<file path="config.mk">
export PLATFORM = sky130hd
export DESIGN_NAME = socks5_client_handshake_unit
export DESIGN_NICKNAME = d
export VERILOG_FILES = /design/src/sv/s5ch_pkg.sv /design/src/sv/s5ch_front.sv /design/src/sv/s5ch_queue.sv /design/src/sv/s5ch_back.sv /design/src/sv/socks5_client_handshake_unit.sv
export SDC_FILE = /design/constraint.sdc
export NUM_CORES = 1
export LEC_CHECK = 0
export ABC_AREA = 1
export BUFFER_PORTS_ARGS = -buffer_cell sky130_fd_sc_hd__clkbuf_2
export CORE_MARGIN = 1
export CORE_UTILIZATION = 30
export CTS_CLUSTER_SIZE = 20
export DETAILED_ROUTE_END_ITERATION = 8
export PLACE_DENSITY = 0.5
export SETUP_SLACK_MARGIN = 0.15
export SLEW_MARGIN = 20
export SYNTH_ARGS = -nofsm -noshare
export SYNTH_HDL_FRONTEND = slang
export SYNTH_SLANG_ARGS = --single-unit
</file>
<file path="constraint.sdc">
create_clock -name clk -period 11.4 [get_ports clk]
set_input_delay 1.71 -clock clk [delete_from_list [all_inputs] [get_ports clk]]
set_output_delay 1.71 -clock clk [all_outputs]
set_load 0.03 [all_outputs]
</file>
<file path="src/sv/s5ch_pkg.sv">
// Shared types and constants of the SOCKS5 client handshake unit.
`timescale 1ns / 1ps
`default_nettype none
package s5ch_pkg;

  localparam int QDEPTH = 4;
  localparam int QPTR_W = 2;
  localparam int QCNT_W = 3;

  localparam logic [1:0] KIND_START = 2'd0;
  localparam logic [1:0] KIND_REPLY = 2'd1;
  localparam logic [1:0] KIND_USER  = 2'd2;
  localparam logic [1:0] KIND_ABORT = 2'd3;

  localparam logic [3:0] ST_BUSY      = 4'd0;
  localparam logic [3:0] ST_CONNECTED = 4'd1;
  localparam logic [3:0] ST_REFUSED   = 4'd2;
  localparam logic [3:0] ST_DENIED    = 4'd3;
  localparam logic [3:0] ST_NO_PERM   = 4'd4;
  localparam logic [3:0] ST_NET_UNR   = 4'd5;
  localparam logic [3:0] ST_HOST_UNR  = 4'd6;
  localparam logic [3:0] ST_LINK_ERR  = 4'd7;
  localparam logic [3:0] ST_IDLE      = 4'd8;

  localparam logic [7:0] B_00 = 8'h00;
  localparam logic [7:0] B_01 = 8'h01;
  localparam logic [7:0] B_02 = 8'h02;
  localparam logic [7:0] B_03 = 8'h03;
  localparam logic [7:0] B_04 = 8'h04;
  localparam logic [7:0] B_05 = 8'h05;

  typedef enum logic [2:0] {
    OP_NONE,
    OP_GREET,
    OP_AUTH,
    OP_USER,
    OP_CONN
  } op_t;

  typedef struct packed {
    logic [1:0]  kind;
    logic        use_auth;
    logic        dest_is_v6;
    logic [63:0] dest_addr_hi;
    logic [63:0] dest_addr_lo;
    logic [15:0] dest_port;
    logic [7:0]  user_len;
    logic [7:0]  data_byte;
  } item_t;

  typedef struct packed {
    op_t         op;
    logic        flag;
    logic [7:0]  value;
    logic [63:0] addr_hi;
    logic [63:0] addr_lo;
    logic [15:0] port;
    logic [3:0]  status;
    logic        want;
  } job_t;

endpackage
`default_nettype wire

</file>
<file path="src/sv/s5ch_front.sv">
// Front part: tracks the handshake phase and turns each item into a send job.
`timescale 1ns / 1ps
`default_nettype none
module s5ch_front (
  input  wire logic          clk,
  input  wire logic          rst,
  input  wire logic          push,
  input  s5ch_pkg::item_t    item,
  output s5ch_pkg::job_t     job
);

  typedef enum logic [3:0] {
    PH_IDLE, PH_GREET, PH_USER, PH_AUTH, PH_HEAD, PH_ADDR, PH_HLEN, PH_PORT, PH_DONE
  } phase_t;

  phase_t      phase, phase_next;
  logic [1:0]  byte_index, byte_index_next;
  logic [7:0]  skip_left, skip_left_next;
  logic [7:0]  user_left, user_left_next;
  logic        saved_auth, saved_auth_next;
  logic        saved_v6, saved_v6_next;
  logic [63:0] saved_addr_hi, saved_addr_hi_next;
  logic [63:0] saved_addr_lo, saved_addr_lo_next;
  logic [15:0] saved_port, saved_port_next;
  logic [3:0]  final_status, final_status_next;

  function automatic logic [3:0] pend(input logic [3:0] fs, input logic [3:0] code);
    return (fs == s5ch_pkg::ST_BUSY) ? code : fs;
  endfunction

  always_comb begin
    logic [7:0] b;
    logic [3:0] fs;
    logic [7:0] dec;
    logic       busy_next;
    b = item.data_byte;
    fs = final_status;
    dec = skip_left - 8'd1;
    phase_next = phase;
    byte_index_next = byte_index;
    skip_left_next = skip_left;
    user_left_next = user_left;
    saved_auth_next = saved_auth;
    saved_v6_next = saved_v6;
    saved_addr_hi_next = saved_addr_hi;
    saved_addr_lo_next = saved_addr_lo;
    saved_port_next = saved_port;
    final_status_next = final_status;
    job.op = s5ch_pkg::OP_NONE;
    job.flag = 1'b0;
    job.value = s5ch_pkg::B_00;
    job.addr_hi = saved_addr_hi;
    job.addr_lo = saved_addr_lo;
    job.port = saved_port;
    job.flag = 1'b0;
    unique case (item.kind)
      s5ch_pkg::KIND_START: begin
        saved_auth_next = item.use_auth;
        saved_v6_next = item.dest_is_v6;
        saved_addr_hi_next = item.dest_addr_hi;
        saved_addr_lo_next = item.dest_addr_lo;
        saved_port_next = item.dest_port;
        user_left_next = item.user_len;
        byte_index_next = 2'd0;
        skip_left_next = 8'd0;
        final_status_next = s5ch_pkg::ST_BUSY;
        phase_next = PH_GREET;
        job.op = s5ch_pkg::OP_GREET;
        job.flag = item.use_auth;
      end
      s5ch_pkg::KIND_REPLY: begin
        unique case (phase)
          PH_GREET: begin
            if (byte_index == 2'd0) begin
              if (b != s5ch_pkg::B_05) final_status_next = pend(fs, s5ch_pkg::ST_REFUSED);
              byte_index_next = 2'd1;
            end else begin
              if (b != (saved_auth ? s5ch_pkg::B_02 : s5ch_pkg::B_00)) begin
                fs = pend(fs, s5ch_pkg::ST_REFUSED);
              end
              final_status_next = fs;
              if (fs != s5ch_pkg::ST_BUSY) begin
                phase_next = PH_DONE;
              end else if (saved_auth) begin
                job.op = s5ch_pkg::OP_AUTH;
                job.value = user_left;
                job.flag = (user_left == 8'd0);
                if (user_left == 8'd0) begin
                  phase_next = PH_AUTH;
                  byte_index_next = 2'd0;
                end else begin
                  phase_next = PH_USER;
                end
              end else begin
                job.op = s5ch_pkg::OP_CONN;
                job.flag = saved_v6;
                byte_index_next = 2'd0;
                phase_next = PH_HEAD;
              end
            end
          end
          PH_AUTH: begin
            if (byte_index == 2'd0) begin
              if (b != s5ch_pkg::B_01) final_status_next = pend(fs, s5ch_pkg::ST_DENIED);
              byte_index_next = 2'd1;
            end else begin
              if (b != s5ch_pkg::B_00) fs = pend(fs, s5ch_pkg::ST_DENIED);
              final_status_next = fs;
              if (fs != s5ch_pkg::ST_BUSY) begin
                phase_next = PH_DONE;
              end else begin
                job.op = s5ch_pkg::OP_CONN;
                job.flag = saved_v6;
                byte_index_next = 2'd0;
                phase_next = PH_HEAD;
              end
            end
          end
          PH_HEAD: begin
            unique case (byte_index)
              2'd0: begin
                if (b != s5ch_pkg::B_05) final_status_next = pend(fs, s5ch_pkg::ST_REFUSED);
                byte_index_next = 2'd1;
              end
              2'd1: begin
                priority if (b == s5ch_pkg::B_02) begin
                  final_status_next = pend(fs, s5ch_pkg::ST_NO_PERM);
                end else if (b == s5ch_pkg::B_03) begin
                  final_status_next = pend(fs, s5ch_pkg::ST_NET_UNR);
                end else if (b == s5ch_pkg::B_04) begin
                  final_status_next = pend(fs, s5ch_pkg::ST_HOST_UNR);
                end else if (b != s5ch_pkg::B_00) begin
                  final_status_next = pend(fs, s5ch_pkg::ST_REFUSED);
                end else begin
                  final_status_next = fs;
                end
                byte_index_next = 2'd2;
              end
              2'd2: begin
                if (b != s5ch_pkg::B_00) final_status_next = pend(fs, s5ch_pkg::ST_REFUSED);
                byte_index_next = 2'd3;
              end
              2'd3: begin
                priority if (fs != s5ch_pkg::ST_BUSY) begin
                  phase_next = PH_DONE;
                end else if (b == s5ch_pkg::B_01) begin
                  phase_next = PH_ADDR;
                  skip_left_next = 8'd4;
                end else if (b == s5ch_pkg::B_04) begin
                  phase_next = PH_ADDR;
                  skip_left_next = 8'd16;
                end else if (b == s5ch_pkg::B_03) begin
                  phase_next = PH_HLEN;
                end else begin
                  final_status_next = s5ch_pkg::ST_REFUSED;
                  phase_next = PH_DONE;
                end
              end
              default: begin
              end
            endcase
          end
          PH_HLEN: begin
            if (b == s5ch_pkg::B_00) begin
              phase_next = PH_PORT;
              skip_left_next = 8'd2;
            end else begin
              phase_next = PH_ADDR;
              skip_left_next = b;
            end
          end
          PH_ADDR: begin
            if (dec == 8'd0) begin
              phase_next = PH_PORT;
              skip_left_next = 8'd2;
            end else begin
              skip_left_next = dec;
            end
          end
          PH_PORT: begin
            skip_left_next = dec;
            if (dec == 8'd0) begin
              final_status_next = s5ch_pkg::ST_CONNECTED;
              phase_next = PH_DONE;
            end
          end
          default: begin
          end
        endcase
      end
      s5ch_pkg::KIND_USER: begin
        if (phase == PH_USER && user_left != 8'd0) begin
          job.op = s5ch_pkg::OP_USER;
          job.value = b;
          job.flag = (user_left == 8'd1);
          user_left_next = user_left - 8'd1;
          if (user_left == 8'd1) begin
            phase_next = PH_AUTH;
            byte_index_next = 2'd0;
          end
        end
      end
      s5ch_pkg::KIND_ABORT: begin
        if (phase != PH_IDLE && phase != PH_DONE) begin
          final_status_next = s5ch_pkg::ST_LINK_ERR;
          phase_next = PH_DONE;
        end
      end
      default: begin
      end
    endcase
    busy_next = (phase_next != PH_IDLE) && (phase_next != PH_DONE);
    job.status = busy_next ? s5ch_pkg::ST_BUSY : final_status_next;
    job.want = (phase_next == PH_USER) && (user_left_next != 8'd0);
  end

  always_ff @(posedge clk) begin
    if (rst) begin
      phase <= PH_IDLE;
      byte_index <= 2'd0;
      skip_left <= 8'd0;
      user_left <= 8'd0;
      saved_auth <= 1'b0;
      saved_v6 <= 1'b0;
      final_status <= s5ch_pkg::ST_IDLE;
    end else if (push) begin
      phase <= phase_next;
      byte_index <= byte_index_next;
      skip_left <= skip_left_next;
      user_left <= user_left_next;
      saved_auth <= saved_auth_next;
      saved_v6 <= saved_v6_next;
      final_status <= final_status_next;
    end
  end

  always_ff @(posedge clk) begin
    if (push) begin
      saved_addr_hi <= saved_addr_hi_next;
      saved_addr_lo <= saved_addr_lo_next;
      saved_port <= saved_port_next;
    end
  end

endmodule
`default_nettype wire

</file>
<file path="src/sv/s5ch_queue.sv">
// Short job queue between the front and back parts.
`timescale 1ns / 1ps
`default_nettype none
module s5ch_queue (
  input  wire logic        clk,
  input  wire logic        rst,
  input  wire logic        push,
  input  s5ch_pkg::job_t   push_job,
  output logic             not_full,
  input  wire logic        pop,
  output logic             not_empty,
  output s5ch_pkg::job_t   head
);

  s5ch_pkg::job_t mem [s5ch_pkg::QDEPTH];
  logic [s5ch_pkg::QPTR_W-1:0] wr_ptr;
  logic [s5ch_pkg::QPTR_W-1:0] rd_ptr;
  logic [s5ch_pkg::QCNT_W-1:0] count;

  assign not_full = (count != s5ch_pkg::QCNT_W'(s5ch_pkg::QDEPTH));
  assign not_empty = (count != '0);
  assign head = mem[rd_ptr];

  always_ff @(posedge clk) begin
    if (push) begin
      mem[wr_ptr] <= push_job;
    end
  end

  always_ff @(posedge clk) begin
    if (rst) begin
      wr_ptr <= '0;
      rd_ptr <= '0;
      count <= '0;
    end else begin
      if (push) wr_ptr <= wr_ptr + 1'b1;
      if (pop) rd_ptr <= rd_ptr + 1'b1;
      unique case ({push, pop})
        2'b10: count <= count + 1'b1;
        2'b01: count <= count - 1'b1;
        default: count <= count;
      endcase
    end
  end

endmodule
`default_nettype wire

</file>
<file path="src/sv/s5ch_back.sv">
// Back part: serializes queued jobs into result items through an output register.
`timescale 1ns / 1ps
`default_nettype none
module s5ch_back (
  input  wire logic        clk,
  input  wire logic        rst,
  input  wire logic        q_valid,
  input  s5ch_pkg::job_t   q_head,
  output logic             q_pop,
  output logic             m_tvalid,
  input  wire logic        m_tready,
  output logic [15:0]      m_tdata,
  output logic             m_tlast,
  output logic             m_tuser
);

  logic [4:0] idx;
  logic       o_valid;
  logic       o_tx_valid;
  logic [7:0] o_byte;
  logic       o_last;
  logic [3:0] o_status;
  logic       o_want;

  logic [4:0]   total;
  logic [7:0]   gen_byte;
  logic         gen_last;
  logic         load;
  logic [127:0] addr128;
  logic [4:0]   ak;
  logic [4:0]   n_addr;
  logic [6:0]   sel;

  always_comb begin
    addr128 = q_head.flag ? {q_head.addr_hi, q_head.addr_lo} : {q_head.addr_lo[31:0], 96'd0};
    ak = idx - 5'd4;
    n_addr = q_head.flag ? 5'd16 : 5'd4;
    sel = 7'd127 - {ak[3:0], 3'b000};
    total = 5'd1;
    gen_byte = s5ch_pkg::B_00;
    unique case (q_head.op)
      s5ch_pkg::OP_NONE: begin
        total = 5'd1;
      end
      s5ch_pkg::OP_GREET: begin
        total = 5'd3;
        unique case (idx)
          5'd0: gen_byte = s5ch_pkg::B_05;
          5'd1: gen_byte = s5ch_pkg::B_01;
          default: gen_byte = q_head.flag ? s5ch_pkg::B_02 : s5ch_pkg::B_00;
        endcase
      end
      s5ch_pkg::OP_AUTH: begin
        total = q_head.flag ? 5'd4 : 5'd2;
        unique case (idx)
          5'd0: gen_byte = s5ch_pkg::B_01;
          5'd1: gen_byte = q_head.value;
          5'd2: gen_byte = s5ch_pkg::B_01;
          default: gen_byte = s5ch_pkg::B_00;
        endcase
      end
      s5ch_pkg::OP_USER: begin
        total = q_head.flag ? 5'd3 : 5'd1;
        unique case (idx)
          5'd0: gen_byte = q_head.value;
          5'd1: gen_byte = s5ch_pkg::B_01;
          default: gen_byte = s5ch_pkg::B_00;
        endcase
      end
      s5ch_pkg::OP_CONN: begin
        total = q_head.flag ? 5'd22 : 5'd10;
        priority if (idx == 5'd0) begin
          gen_byte = s5ch_pkg::B_05;
        end else if (idx == 5'd1) begin
          gen_byte = s5ch_pkg::B_01;
        end else if (idx == 5'd2) begin
          gen_byte = s5ch_pkg::B_00;
        end else if (idx == 5'd3) begin
          gen_byte = q_head.flag ? s5ch_pkg::B_04 : s5ch_pkg::B_01;
        end else if (ak < n_addr) begin
          gen_byte = addr128[sel -: 8];
        end else if (ak == n_addr) begin
          gen_byte = q_head.port[15:8];
        end else begin
          gen_byte = q_head.port[7:0];
        end
      end
      default: begin
      end
    endcase
    gen_last = (idx == total - 5'd1);
  end

  assign load = q_valid && (!o_valid || m_tready);
  assign q_pop = load && gen_last;

  always_ff @(posedge clk) begin
    if (rst) begin
      idx <= 5'd0;
      o_valid <= 1'b0;
    end else begin
      if (load) begin
        o_valid <= 1'b1;
        idx <= gen_last ? 5'd0 : idx + 5'd1;
      end else if (m_tready) begin
        o_valid <= 1'b0;
      end
    end
  end

  always_ff @(posedge clk) begin
    if (load) begin
      o_tx_valid <= (q_head.op != s5ch_pkg::OP_NONE);
      o_byte <= gen_byte;
      o_last <= gen_last;
      o_status <= q_head.status;
      o_want <= q_head.want;
    end
  end

  assign m_tvalid = o_valid;
  assign m_tdata = {3'd0, o_want, o_status, o_byte};
  assign m_tlast = o_last;
  assign m_tuser = o_tx_valid;

`ifndef SYNTHESIS
  a_idx_range: assert property (@(posedge clk) disable iff (rst) idx < 5'd22)
    else $error("Result index out of range.");
  a_none_last: assert property (@(posedge clk) disable iff (rst)
    (o_valid && !o_tx_valid) |-> (o_last && o_byte == s5ch_pkg::B_00))
    else $error("An item without a send byte must be a lone zero result.");
  a_pop_last: assert property (@(posedge clk) disable iff (rst)
    q_pop |=> (o_valid && o_last && idx == 5'd0))
    else $error("A job left the queue before its last result.");
`endif

endmodule
`default_nettype wire

</file>
<file path="src/sv/socks5_client_handshake_unit.sv">
// Top level of the SOCKS5 client CONNECT handshake unit.
// The first result of an item reaches the output through the job queue and then the output register.
// Items are accepted one per cycle while the four-entry job queue has room.
// An item causes up to 22 results, and the output register holds each result
// for as long as m_tready is low.
// Reset (synchronous, active high) sets the phase to idle with status idle and empties the queue.
`timescale 1ns / 1ps
`default_nettype none
module socks5_client_handshake_unit (
  input  wire logic         clk,
  input  wire logic         rst,
  input  wire logic         s_tvalid,
  output logic              s_tready,
  // use_auth[0], dest_is_v6[1], dest_addr_hi[65:2], dest_addr_lo[129:66],
  // dest_port[145:130], user_len[153:146], data_byte[161:154], zero fill above.
  input  wire logic [167:0] s_tdata,
  // kind[1:0]
  input  wire logic [1:0]   s_tuser,
  output logic              m_tvalid,
  input  wire logic         m_tready,
  // tx_byte[7:0], status[11:8], want_username[12], zero fill above.
  output logic [15:0]       m_tdata,
  output logic              m_tlast,
  // tx_valid[0]
  output logic              m_tuser
);

  s5ch_pkg::item_t item;
  s5ch_pkg::job_t  push_job;
  s5ch_pkg::job_t  head;
  logic            push;
  logic            not_full;
  logic            not_empty;
  logic            pop;

  always_comb begin
    item.kind = s_tuser;
    item.use_auth = s_tdata[0];
    item.dest_is_v6 = s_tdata[1];
    item.dest_addr_hi = s_tdata[65:2];
    item.dest_addr_lo = s_tdata[129:66];
    item.dest_port = s_tdata[145:130];
    item.user_len = s_tdata[153:146];
    item.data_byte = s_tdata[161:154];
  end

  assign s_tready = not_full;
  assign push = s_tvalid && not_full;

  s5ch_front u_front (
    .clk  (clk),
    .rst  (rst),
    .push (push),
    .item (item),
    .job  (push_job)
  );

  s5ch_queue u_queue (
    .clk       (clk),
    .rst       (rst),
    .push      (push),
    .push_job  (push_job),
    .not_full  (not_full),
    .pop       (pop),
    .not_empty (not_empty),
    .head      (head)
  );

  s5ch_back u_back (
    .clk      (clk),
    .rst      (rst),
    .q_valid  (not_empty),
    .q_head   (head),
    .q_pop    (pop),
    .m_tvalid (m_tvalid),
    .m_tready (m_tready),
    .m_tdata  (m_tdata),
    .m_tlast  (m_tlast),
    .m_tuser  (m_tuser)
  );

endmodule
`default_nettype wire

</file>
# Word-level counts from Yosys, hierarchy flattened
# Memories as Yosys holds them, arrays and structs flattened. A register that Yosys moved wholly into a read port is not among the register bits.
# Cells that the tools add are included.
classes:
  addsub: 10
  bitwise_logic: 0
  reduce_logical: 34
  shifts: 1
  magnitude_cmp: 1
  n_mul: 0
  muxes: 109
  div: 0
  n_eq_ne: 47
op_table:
  columns: ["cell", "n"]
  rows:
  - ["$mux 4", 45]
  - ["$shiftx 135x8->8", 1]
  - ["$mux 128", 1]
  - ["$mux 8", 15]
  - ["$pmux 8 s2", 6]
  - ["$pmux 8 s4", 2]
  - ["$pmux 4 s4", 3]
  - ["$mux 2", 14]
  - ["$logic_not 8->1", 3]
  - ["$mux 12", 2]
  - ["$pmux 4 s3", 2]
  - ["$pmux 4 s6", 1]
  - ["$reduce_bool 8->1", 3]
  - ["$pmux 5 s4", 1]
  - ["$reduce_bool 4->1", 5]
  - ["$pmux 2 s3", 3]
  - ["$eq 4x3->1 const B", 4]
  - ["$eq 8x1->1 const B", 2]
  - ["$eq 8x2->1 const B", 2]
  - ["$ne 4x4->1 const B", 4]
  - ["$sub 8x1->8 const B", 2]
  - ["$mux 5", 3]
  - ["$eq 4x2->1 const B", 3]
  - ["$mux 11", 1]
  - ["other kinds (43)", 74]
totals:
  mem_bits_rw: 644
  rom_bits: 0
  latchBits: 0
  input_bits: 174
  memories: 1
  out_inout_bits: 20
  regBits: 200
mem_list:
  columns: ["memory", "depth", "width", "read_ports", "rd_clocked_by_memory_dff", "write_ports", "line_no", "rtl"]
  rows:
  - ["u_queue.mem", 4, 161, 1, 1, 1, "s5ch_queue.sv:15", "s5ch_pkg::job_t mem [s5ch_pkg::QDEPTH];"]

# Depth between registers and ports, before layout
# Gate-level depths: netlist of the first run.
depth:
  ltp_word: 14
  ltp_mapped: 24
  mapped_depth_nobuf: 23

# Cells and area by module
# A second synthesis of the first run with hierarchy kept.
hier_totals:
  hier_cells: 2818
  hier_area_um2: 34464.3
modules_own_cells:
  columns: ["mod", "area_each_um2", "cells_per_inst", "n_inst"]
  rows:
  - ["s5ch_queue", 24164.4, 1615, 1]
  - ["s5ch_front", 7479.7, 708, 1]
  - ["s5ch_back", 2812.7, 493, 1]
  - ["socks5_client_handshake_unit", 7.5, 2, 1]

# Worst setup path after synthesis of the first run
# No wires, ideal clock.
synth_path:
  path_type: "in2reg"
  start: "input s_tuser[0]"
  end: "register u_front.saved_auth"
  stages: 8
  arrival_time_ps: 9578
  slack_ps: 1688
  setup_time_ps: 134
  required_time_ps: 11266
  cell_sequence: "inv_1 -> ha_1 -> clkbuf_1 -> inv_1 -> nor2_1 -> inv_1 -> o21ai_0 -> a21oi_1"
synth_via:
  elab_chain_cells: 2
synth_lines:
  columns: ["element", "line_no", "rtl"]
  rows:
  - ["from (decl)", "socks5_client_handshake_unit.sv:18", "input wire logic [1:0] s_tuser,"]
  - ["$logic_not 2->1", "s5ch_front.sv:56", "unique case (item.kind)"]
  - ["$reduce_and 2->1 (no source line)", null, null]
  - ["to (signal assigned)", "s5ch_front.sv:231", "saved_auth <= saved_auth_next;"]
  - ["to (decl)", "s5ch_front.sv:20", "logic saved_auth, saved_auth_next;"]
# Every way passes these cells.
# A chain may end at the register's enable or synchronous reset.

==> results of run 1 <==
## synthesized netlist by cell type, types with 2 or more instances
library cell | count | share of area
clkbuf_1 | 44 | 0.0048
dfxtp_1 | 43 | 0.025
inv_1 | 162 | 0.018
buf_4 | 27 | 0.0059
ha_1 | 27 | 0.0098
nor2_2 | 11 | 0.0020
buf_6 | 17 | 0.0055
o21ai_0 | 226 | 0.033
nor4_1 | 2 | 0.00036
a22o_1 | 2 | 0.00051
xor2_1 | 8 | 0.0020
o221ai_1 | 4 | 0.0010
nand3_1 | 112 | 0.016
edfxtp_1 | 803 | 0.70
nand2_4 | 2 | 0.00065
o21ai_1 | 100 | 0.014
nor2_1 | 370 | 0.040
nand2_1 | 550 | 0.060
nand2_2 | 6 | 0.0011
a211oi_1 | 2 | 0.00043
o211ai_1 | 4 | 0.00087
inv_2 | 15 | 0.0016
a21oi_1 | 103 | 0.015
nand4_1 | 14 | 0.0025
nand3b_1 | 2 | 0.00043
a22oi_1 | 11 | 0.0024
o22ai_1 | 119 | 0.022
nand3_2 | 2 | 0.00058
xnor2_1 | 4 | 0.0010
buf_1 | 2 | 0.00022
buf_2 | 53 | 0.0077
nor2_4 | 2 | 0.00065
clkinv_1 | 4 | 0.00043
nor3_1 | 8 | 0.0012
a31oi_1 | 12 | 0.0022
## worst reg2reg max path, cell delays in order (launching register included)
cell and delay (ps):
dfxtp_4 860, buf_4 830, nand2_1 110, nand3_1 120, and2_1 450, o21ai_0 160
a211oi_1 210, ha_1 280, xnor2_1 130, a31oi_1 150, nand3_1 110, nor2_2 210
nand3_2 130, clkinv_1 110, ha_1 140, inv_1 70, fa_1 380, a21oi_1 140
o21ai_0 110, o21ai_0 160, a21oi_1 50
## layout by cell type, fill, tap and decap left out, types with 3 or more instances in the layout
master	count
edfxtp_1	803
nand2_1	550
nor2_1	365
o21ai_0	226
clkbuf_2	184
inv_1	161
o22ai_1	119
nand3_1	112
a21oi_1	103
o21ai_1	100
clkbuf_16	98
dfxtp_1	41
clkinv_1	27
ha_1	27
buf_4	26
clkbuf_1	20
inv_2	15
nand4_1	14
clkinv_2	14
a31oi_1	12
a22oi_1	11
nor2_4	10
xor2_1	8
nor3_1	8
nor2_2	8
inv_6	7
nand2_2	6
xnor2_1	4
o211ai_1	4
o221ai_1	4
bufinv_16	4
clkinvlp_4	4
conb_1	3
buf_12	3
## registers in the layout, summed over array words and instances (netlist names), 3 cells and up, named ones only
name                   cells
u_front.phase              4
u_queue.mem              644
u_front.user_left          8
u_back.o_byte              8
u_front.saved_addr_hi     64
u_front.saved_port        16
u_front.skip_left          8
u_back.o_status            4
u_back.idx                 5
u_front.saved_addr_lo     64
u_queue.count              3
u_front.final_status       4
## report_power, final
group | internal [uW] | total (uW) | switching (uW) | leakage [uW]
registers | 3750 | 3900 | 141 | 0.00775
clock network | 1690 | 2940 | 1250 | 0.00146
logic | 403 | 1560 | 1160 | 0.00520
## final timing paths
check                                  end  slack (ps)  cells after the start
min reg2reg  u_queue.count[0]$_SDFFE_PP0P_         480                      1
min          u_queue.count[0]$_SDFFE_PP0P_         480                      1
max          u_queue.count[2]$_SDFFE_PP0P_        6380                     20
max reg2reg  u_queue.count[2]$_SDFFE_PP0P_        6380                     20
## logic make-up (layout without fill, tap and decap cells)
logic type      after synthesis  count (layout)  synth area share
fa+ha+maj                    28              28           0.01035
simple gates               1085            1085            0.1267
compound gates              594             594           0.09374
xor+xnor                     12              12          0.003039
other cells                   1               3         0.0001084
buf+inv                     325             572           0.04385
flops                       846             846            0.7222
## metal layers
| layer | GRT usage | up-vias | share of wire |
|---|---|---|---|
| met2 | 0.2544 | 531 | 0.47 |
| met1 | 0.2028 | 10690 | 0.44 |
| li1 | - | 10580 | - |
| met3 | 0.03383 | 151 | 0.059 |
| met5 | 0 | - | 0.00052 |
| met4 | 0.05643 | 8 | 0.029 |
## metrics by stage
stage	util	setup slack (ps)
floorplan	-	1688
CTS	0.3490	6199
global route	0.3490	5898
global placement	0.3227	6243
finish	0.3490	6377
detailed placement	0.3227	6214
## cell type report
| cell class | instances | area (um^2) |
|---|---|---|
| inverters | 182 | 695.7 |
| multi-input cells | 1722 | 8152 |
| flip-flops and latches | 846 | 24980 |
| clock buffers | 120 | 2555 |
| well taps | 1512 | 1892 |
| fillers | 11160 | 74430 |
| repair buffers | 213 | 1176 |
| clock inverters | 57 | 459.2 |
==> summary.md, run 1 <==
| Metric | Value |
|---|---|
| FMAX | `0.1991 GHz` |
| Layout Cells excl Fill | `4652` |
| Post-route ant nets | `0` |
| Minimum clock period | `5023 ps` |
| Outcome | `completed` |
| Critical path, cell by cell | `buf_4 > nand2_1 > nand3_1 > and2_1 > o21ai_0 > a211oi_1 > ha_1 > xnor2_1 > a31oi_1 > nand3_1 > nor2_2 > nand3_2 > clkinv_1 > ha_1 > inv_1 > fa_1 > a21oi_1 > o21ai_0 > o21ai_0 > a21oi_1` |
| Largest net degree at the start of global routing | `124` |
| Site Rows | `124` |
| Worst path max stage delay | `860 ps` |
| Layout Nets | `3262` |
| Final cycle utilization of the critical path | `0.4406` |
| Worst hold slack | `476.1 ps` |
| PostCTS Resize Cnt | `0` |
| Share of flip-flops with an asynchronous set or reset | `0` |
| Final hold vios | `0` |
| Syn_area_per_cell | `11.96 um^2` |
| DP Wirelength | `53.93 mm` |
| Vias post-DR | `21960` |
| Post-synthesis instance total | `2891` |
| WP data arrival | `5570 ps` |
| GPL Wtd Cong | `0.8687` |
| CTS tree | `yes` |
| Area Overhead vs Synth | `15.41%` |
| Worst path top cell family by delay | `simple AND/OR/NAND/NOR gates` |
| TritonCTS buffer count | `95` |
| Die W | `341.5 um` |
| Hold_buf cts | `0` |
| Yosys cell types | `53` |
| Slew HR | `0.3351` |
| # DRC | `0` |
| First-pass GRT wire length | `134.9 mm` |
| Post-CTS setup buffer count | `0` |
| Initial DRC count | `1523` |
| Synthesized area | `0.03458 mm^2` |
| Worst setup SP type | `register` |
| WS Path Type | `register to register` |
| GRT Util Overall | `0.1557` |
| Worst slew pin tran | `997.4 ps` |
| Slowest stage cell, crit path | `dfxtp_4` |
| GR Overflow Total | `0` |
| DR vias/cell | `4.720` |
| Critical Path End Type | `register` |
| Core Region | `0.1143 mm^2` |
| Synth Flop Type | `edfxtp_1` |
| Leak | `0.01442 uW` |
| Max-Cap Viols | `0` |
| Drt pass-1 iters | `6` |
| Finished Cell Area | `0.03991 mm^2` |
| Max rail drop VDD | `0.1262 mV` |
| Hold Crit Class | `register to register` |
| Register area share after synthesis | `0.7222` |
| Hold Path Origin | `u_queue.count[0]$_SDFFE_PP0P_` |
| Synth Register Bits | `846` |
| Placed cell count | `4475` |
| Crit-path max FO | `87` |
| Top-Level Pins | `194` |
| Clock Pin Slew Worst Setup and Hold Paths | `60 ps` |
| Post-synth EDFFs | `803` |
| Power, Total | `8395 uW` |
| Number of diodes | `0` |
| Clk buf depth | `3` |
| Number of I/O port buffers | `184` |
| CP Data Required Time | `11950 ps` |
| Die Y | `341.5 um` |
| CTS Sinks | `846` |
| Worst skew pair latency | `670 ps` |
| Starting density of the core | `0.3024` |
| Routed WL per cell | `19.75 um` |
| Post-Route Skew | `28.15 ps` |
| Worst path bufs/invs | `3` |
| Initial antenna violation count | `6` |
| Total Wirelength | `91.88 mm` |
| Share of layout cells above drive strength 1 | `0.1268` |
| Final-report max-slew violation count | `0` |
| Area post-placement | `0.03690 mm^2` |
| RSZ-0062 raised after global routing | `no` |
| Die area | `0.1166 mm^2` |
| Number of global-route vias before repair | `21180` |
| H-tree depth | `3` |
| Final setup vio count | `0` |
| Final TNS setup | `0 ps` |
| Synth warn | `0` |
| Power Dens Cells | `210.3 mW/mm^2` |
| Crit-path most repeated cell | `o21ai_0` |
| Root buffer cell | `clkbuf_16` |
(Power assumes the default switching activity.)
==> inputs of run 2 (changes only) <==
--- a/config.mk
+++ b/config.mk
@@ -11,7 +11,7 @@
 export CORE_UTILIZATION = 30
 export CTS_CLUSTER_SIZE = 20
 export DETAILED_ROUTE_END_ITERATION = 8
-export PLACE_DENSITY = 0.5
+export PLACE_DENSITY = 0.52
 export SETUP_SLACK_MARGIN = 0.15
 export SLEW_MARGIN = 20
 export SYNTH_ARGS = -nofsm -noshare
==> constraint.sdc (replaced) <==
create_clock -name clk -period 4.06 [get_ports clk]
set_input_delay 0.609 -clock clk [delete_from_list [all_inputs] [get_ports clk]]
set_output_delay 0.609 -clock clk [all_outputs]
set_load 0.03 [all_outputs]
==> summary.md, run 2 (same netlist as run 1, synthesis figures left out) <==
| Metric | Value |
|---|---|
| Post-layout util | `0.3531` |
| Core Region | `0.1143 mm^2` |
| Commonest non-fill, non-tap cell in the layout | `edfxtp_1` |
| Worst skew pair latency | `670 ps` |
| H-tree depth | `3` |
| Final cycle utilization of the critical path | `0.8854` |
| Critical path, cell by cell | `clkbuf_4 > nand2_1 > nand3_1 > nand2_2 > inv_2 > nor2_1 > inv_1 > nor2_2 > a211oi_2 > ha_1 > xnor2_1 > a31oi_1 > nand3_1 > nor2_4 > nand3_2 > clkinv_1 > ha_1 > inv_1 > fa_1 > a21oi_1 > o21ai_0 > o21ai_1 > a21oi_1` |
| GR Overflow Total | `0` |
| DR vias/cell | `4.738` |
| Final setup vio count | `0` |
| Worst setup SP type | `register` |
| Top-Level Pins | `194` |
| Die Y | `341.5 um` |
| CTS Sinks | `846` |
| Largest regs | `u_queue.mem x644, u_front.saved_addr_hi x64, u_front.saved_addr_lo x64` |
| First-pass GRT wire length | `136.1 mm` |
| Number of global-route vias before repair | `21430` |
| WS Path Type | `register to register` |
| Leak | `0.01462 uW` |
| Hold_buf cts | `0` |
| Post-route ant nets | `0` |
| Pre-CTS setup slack | `352.8 ps` |
| Clk buf depth | `3` |
| Power, Total | `23730 uW` |
| Clock Pin Slew Worst Setup and Hold Paths | `60 ps` |
| Vias post-DR | `22190` |
| Worst slew pin tran | `973.7 ps` |
| Starting density of the core | `0.3024` |
| Crit-path max FO | `6` |
| FMAX | `0.2782 GHz` |
| Max-Cap Viols | `0` |
| Slowest stage cell, crit path | `dfxtp_4` |
| Die area | `0.1166 mm^2` |
| WP data arrival | `4140 ps` |
| Share of layout cells above drive strength 1 | `0.1378` |
| Setup WS post-layout | `465.3 ps` |
| Initial antenna violation count | `10` |
| GRT Util Overall | `0.1554` |
| # DRC | `0` |
| Minimum clock period | `3595 ps` |
| Post-Route Skew | `29.60 ps` |
| Max rail drop VDD | `0.2931 mV` |
| Root buffer cell | `clkbuf_16` |
| Most frequent cells in the layout | `edfxtp_1 (803), nand2_1 (549), nor2_1 (364)` |
| RSZ-0062 raised after global routing | `no` |
| Largest net degree at the start of global routing | `186` |
| Power Dens Cells | `587.7 mW/mm^2` |
| CP Data Required Time | `4600 ps` |
| Die W | `341.5 um` |
| Layout Nets | `3297` |
| Critical Path End Type | `register` |
| Total Wirelength | `91.51 mm` |
| CTS tree | `yes` |
| Site Rows | `124` |
| DP Wirelength | `55.20 mm` |
| Number of I/O port buffers | `184` |
| Initial DRC count | `1731` |
| GPL Wtd Cong | `0.8734` |
| TritonCTS buffer count | `95` |
| Hold Crit Class | `input port to register` |
| Worst path max stage delay | `410 ps` |
| Drt pass-1 iters | `6` |
| Area Overhead vs Synth | `16.76%` |
| Final-report max-slew violation count | `0` |
| Final hold vios | `0` |
| Final TNS setup | `0 ps` |
| Largest register FFs | `644` |
| Routed WL per cell | `19.54 um` |
| Slew HR | `0.3509` |
| Top reg by flops | `u_queue.mem` |
| Outcome | `completed` |
==> run 2: where the power goes <==
part	switching [uW]	internal, uW	total [uW]
logic	3290	1280	4570
clock network	3480	4780	8260
registers	362	10500	10900
==> run 2: timing repair <==
item,4_1_cts,5_1_grt
endpoints found under the setup margin,0,1
resized for setup,0,7
buffers inserted,0,4
==> run 2: metrics by stage <==
step,hold WS (ps),std cells,instance area [um^2]
global placement,441.0,4506,37330
global route,77.31,4684,40380
detailed placement,453.2,4506,37330
finish,115.8,4684,40380
floorplan,422.4,2893,34660
CTS,56.93,4679,40330
==> run 2: cell type report <==
class / instances / area (um^2)
fill: 11140 / 73970
sequential: 846 / 24980
inverter: 182 / 698.2
clock inverter: 44 / 382.9
tap: 1512 / 1892
antenna: 1 / 2.502
timing repair buffer: 248 / 1614
clock buffer: 129 / 2618
multi-input combinational: 1722 / 8189
==> run 2: final timing paths <==
kind                                              end  slack [ps]  cells after the start                           from
hold reg to reg         u_queue.count[0]$_SDFFE_PP0P_         460                      1  u_queue.count[0]$_SDFFE_PP0P_
hold / removal    u_front.saved_addr_hi[61]$_DFFE_PP_         120                      1                    s_tdata[63]
setup / recovery        u_queue.count[2]$_SDFFE_PP0P_         470                     23                       register
setup reg to reg        u_queue.count[2]$_SDFFE_PP0P_         470                     23                       register
==> run 2: layer usage <==
metal	track usage	wire length (um)
met5	0	95
met4	0.04970	2330
met3	0.02794	4716
met2	0.2551	43390
met1	0.2077	40980
==> run 2: critical path, delay by kind of cell, from the launching register on <==
family / cells / cell delay, ps
XOR/XNOR: 1 / 140
AND/OR/NAND/NOR: 8 / 750
flip-flops: 1 / 410
buffers and inverters: 5 / 570
AO/OA/AOI/OAI: 6 / 840
adder cells (fa/ha/maj): 3 / 790
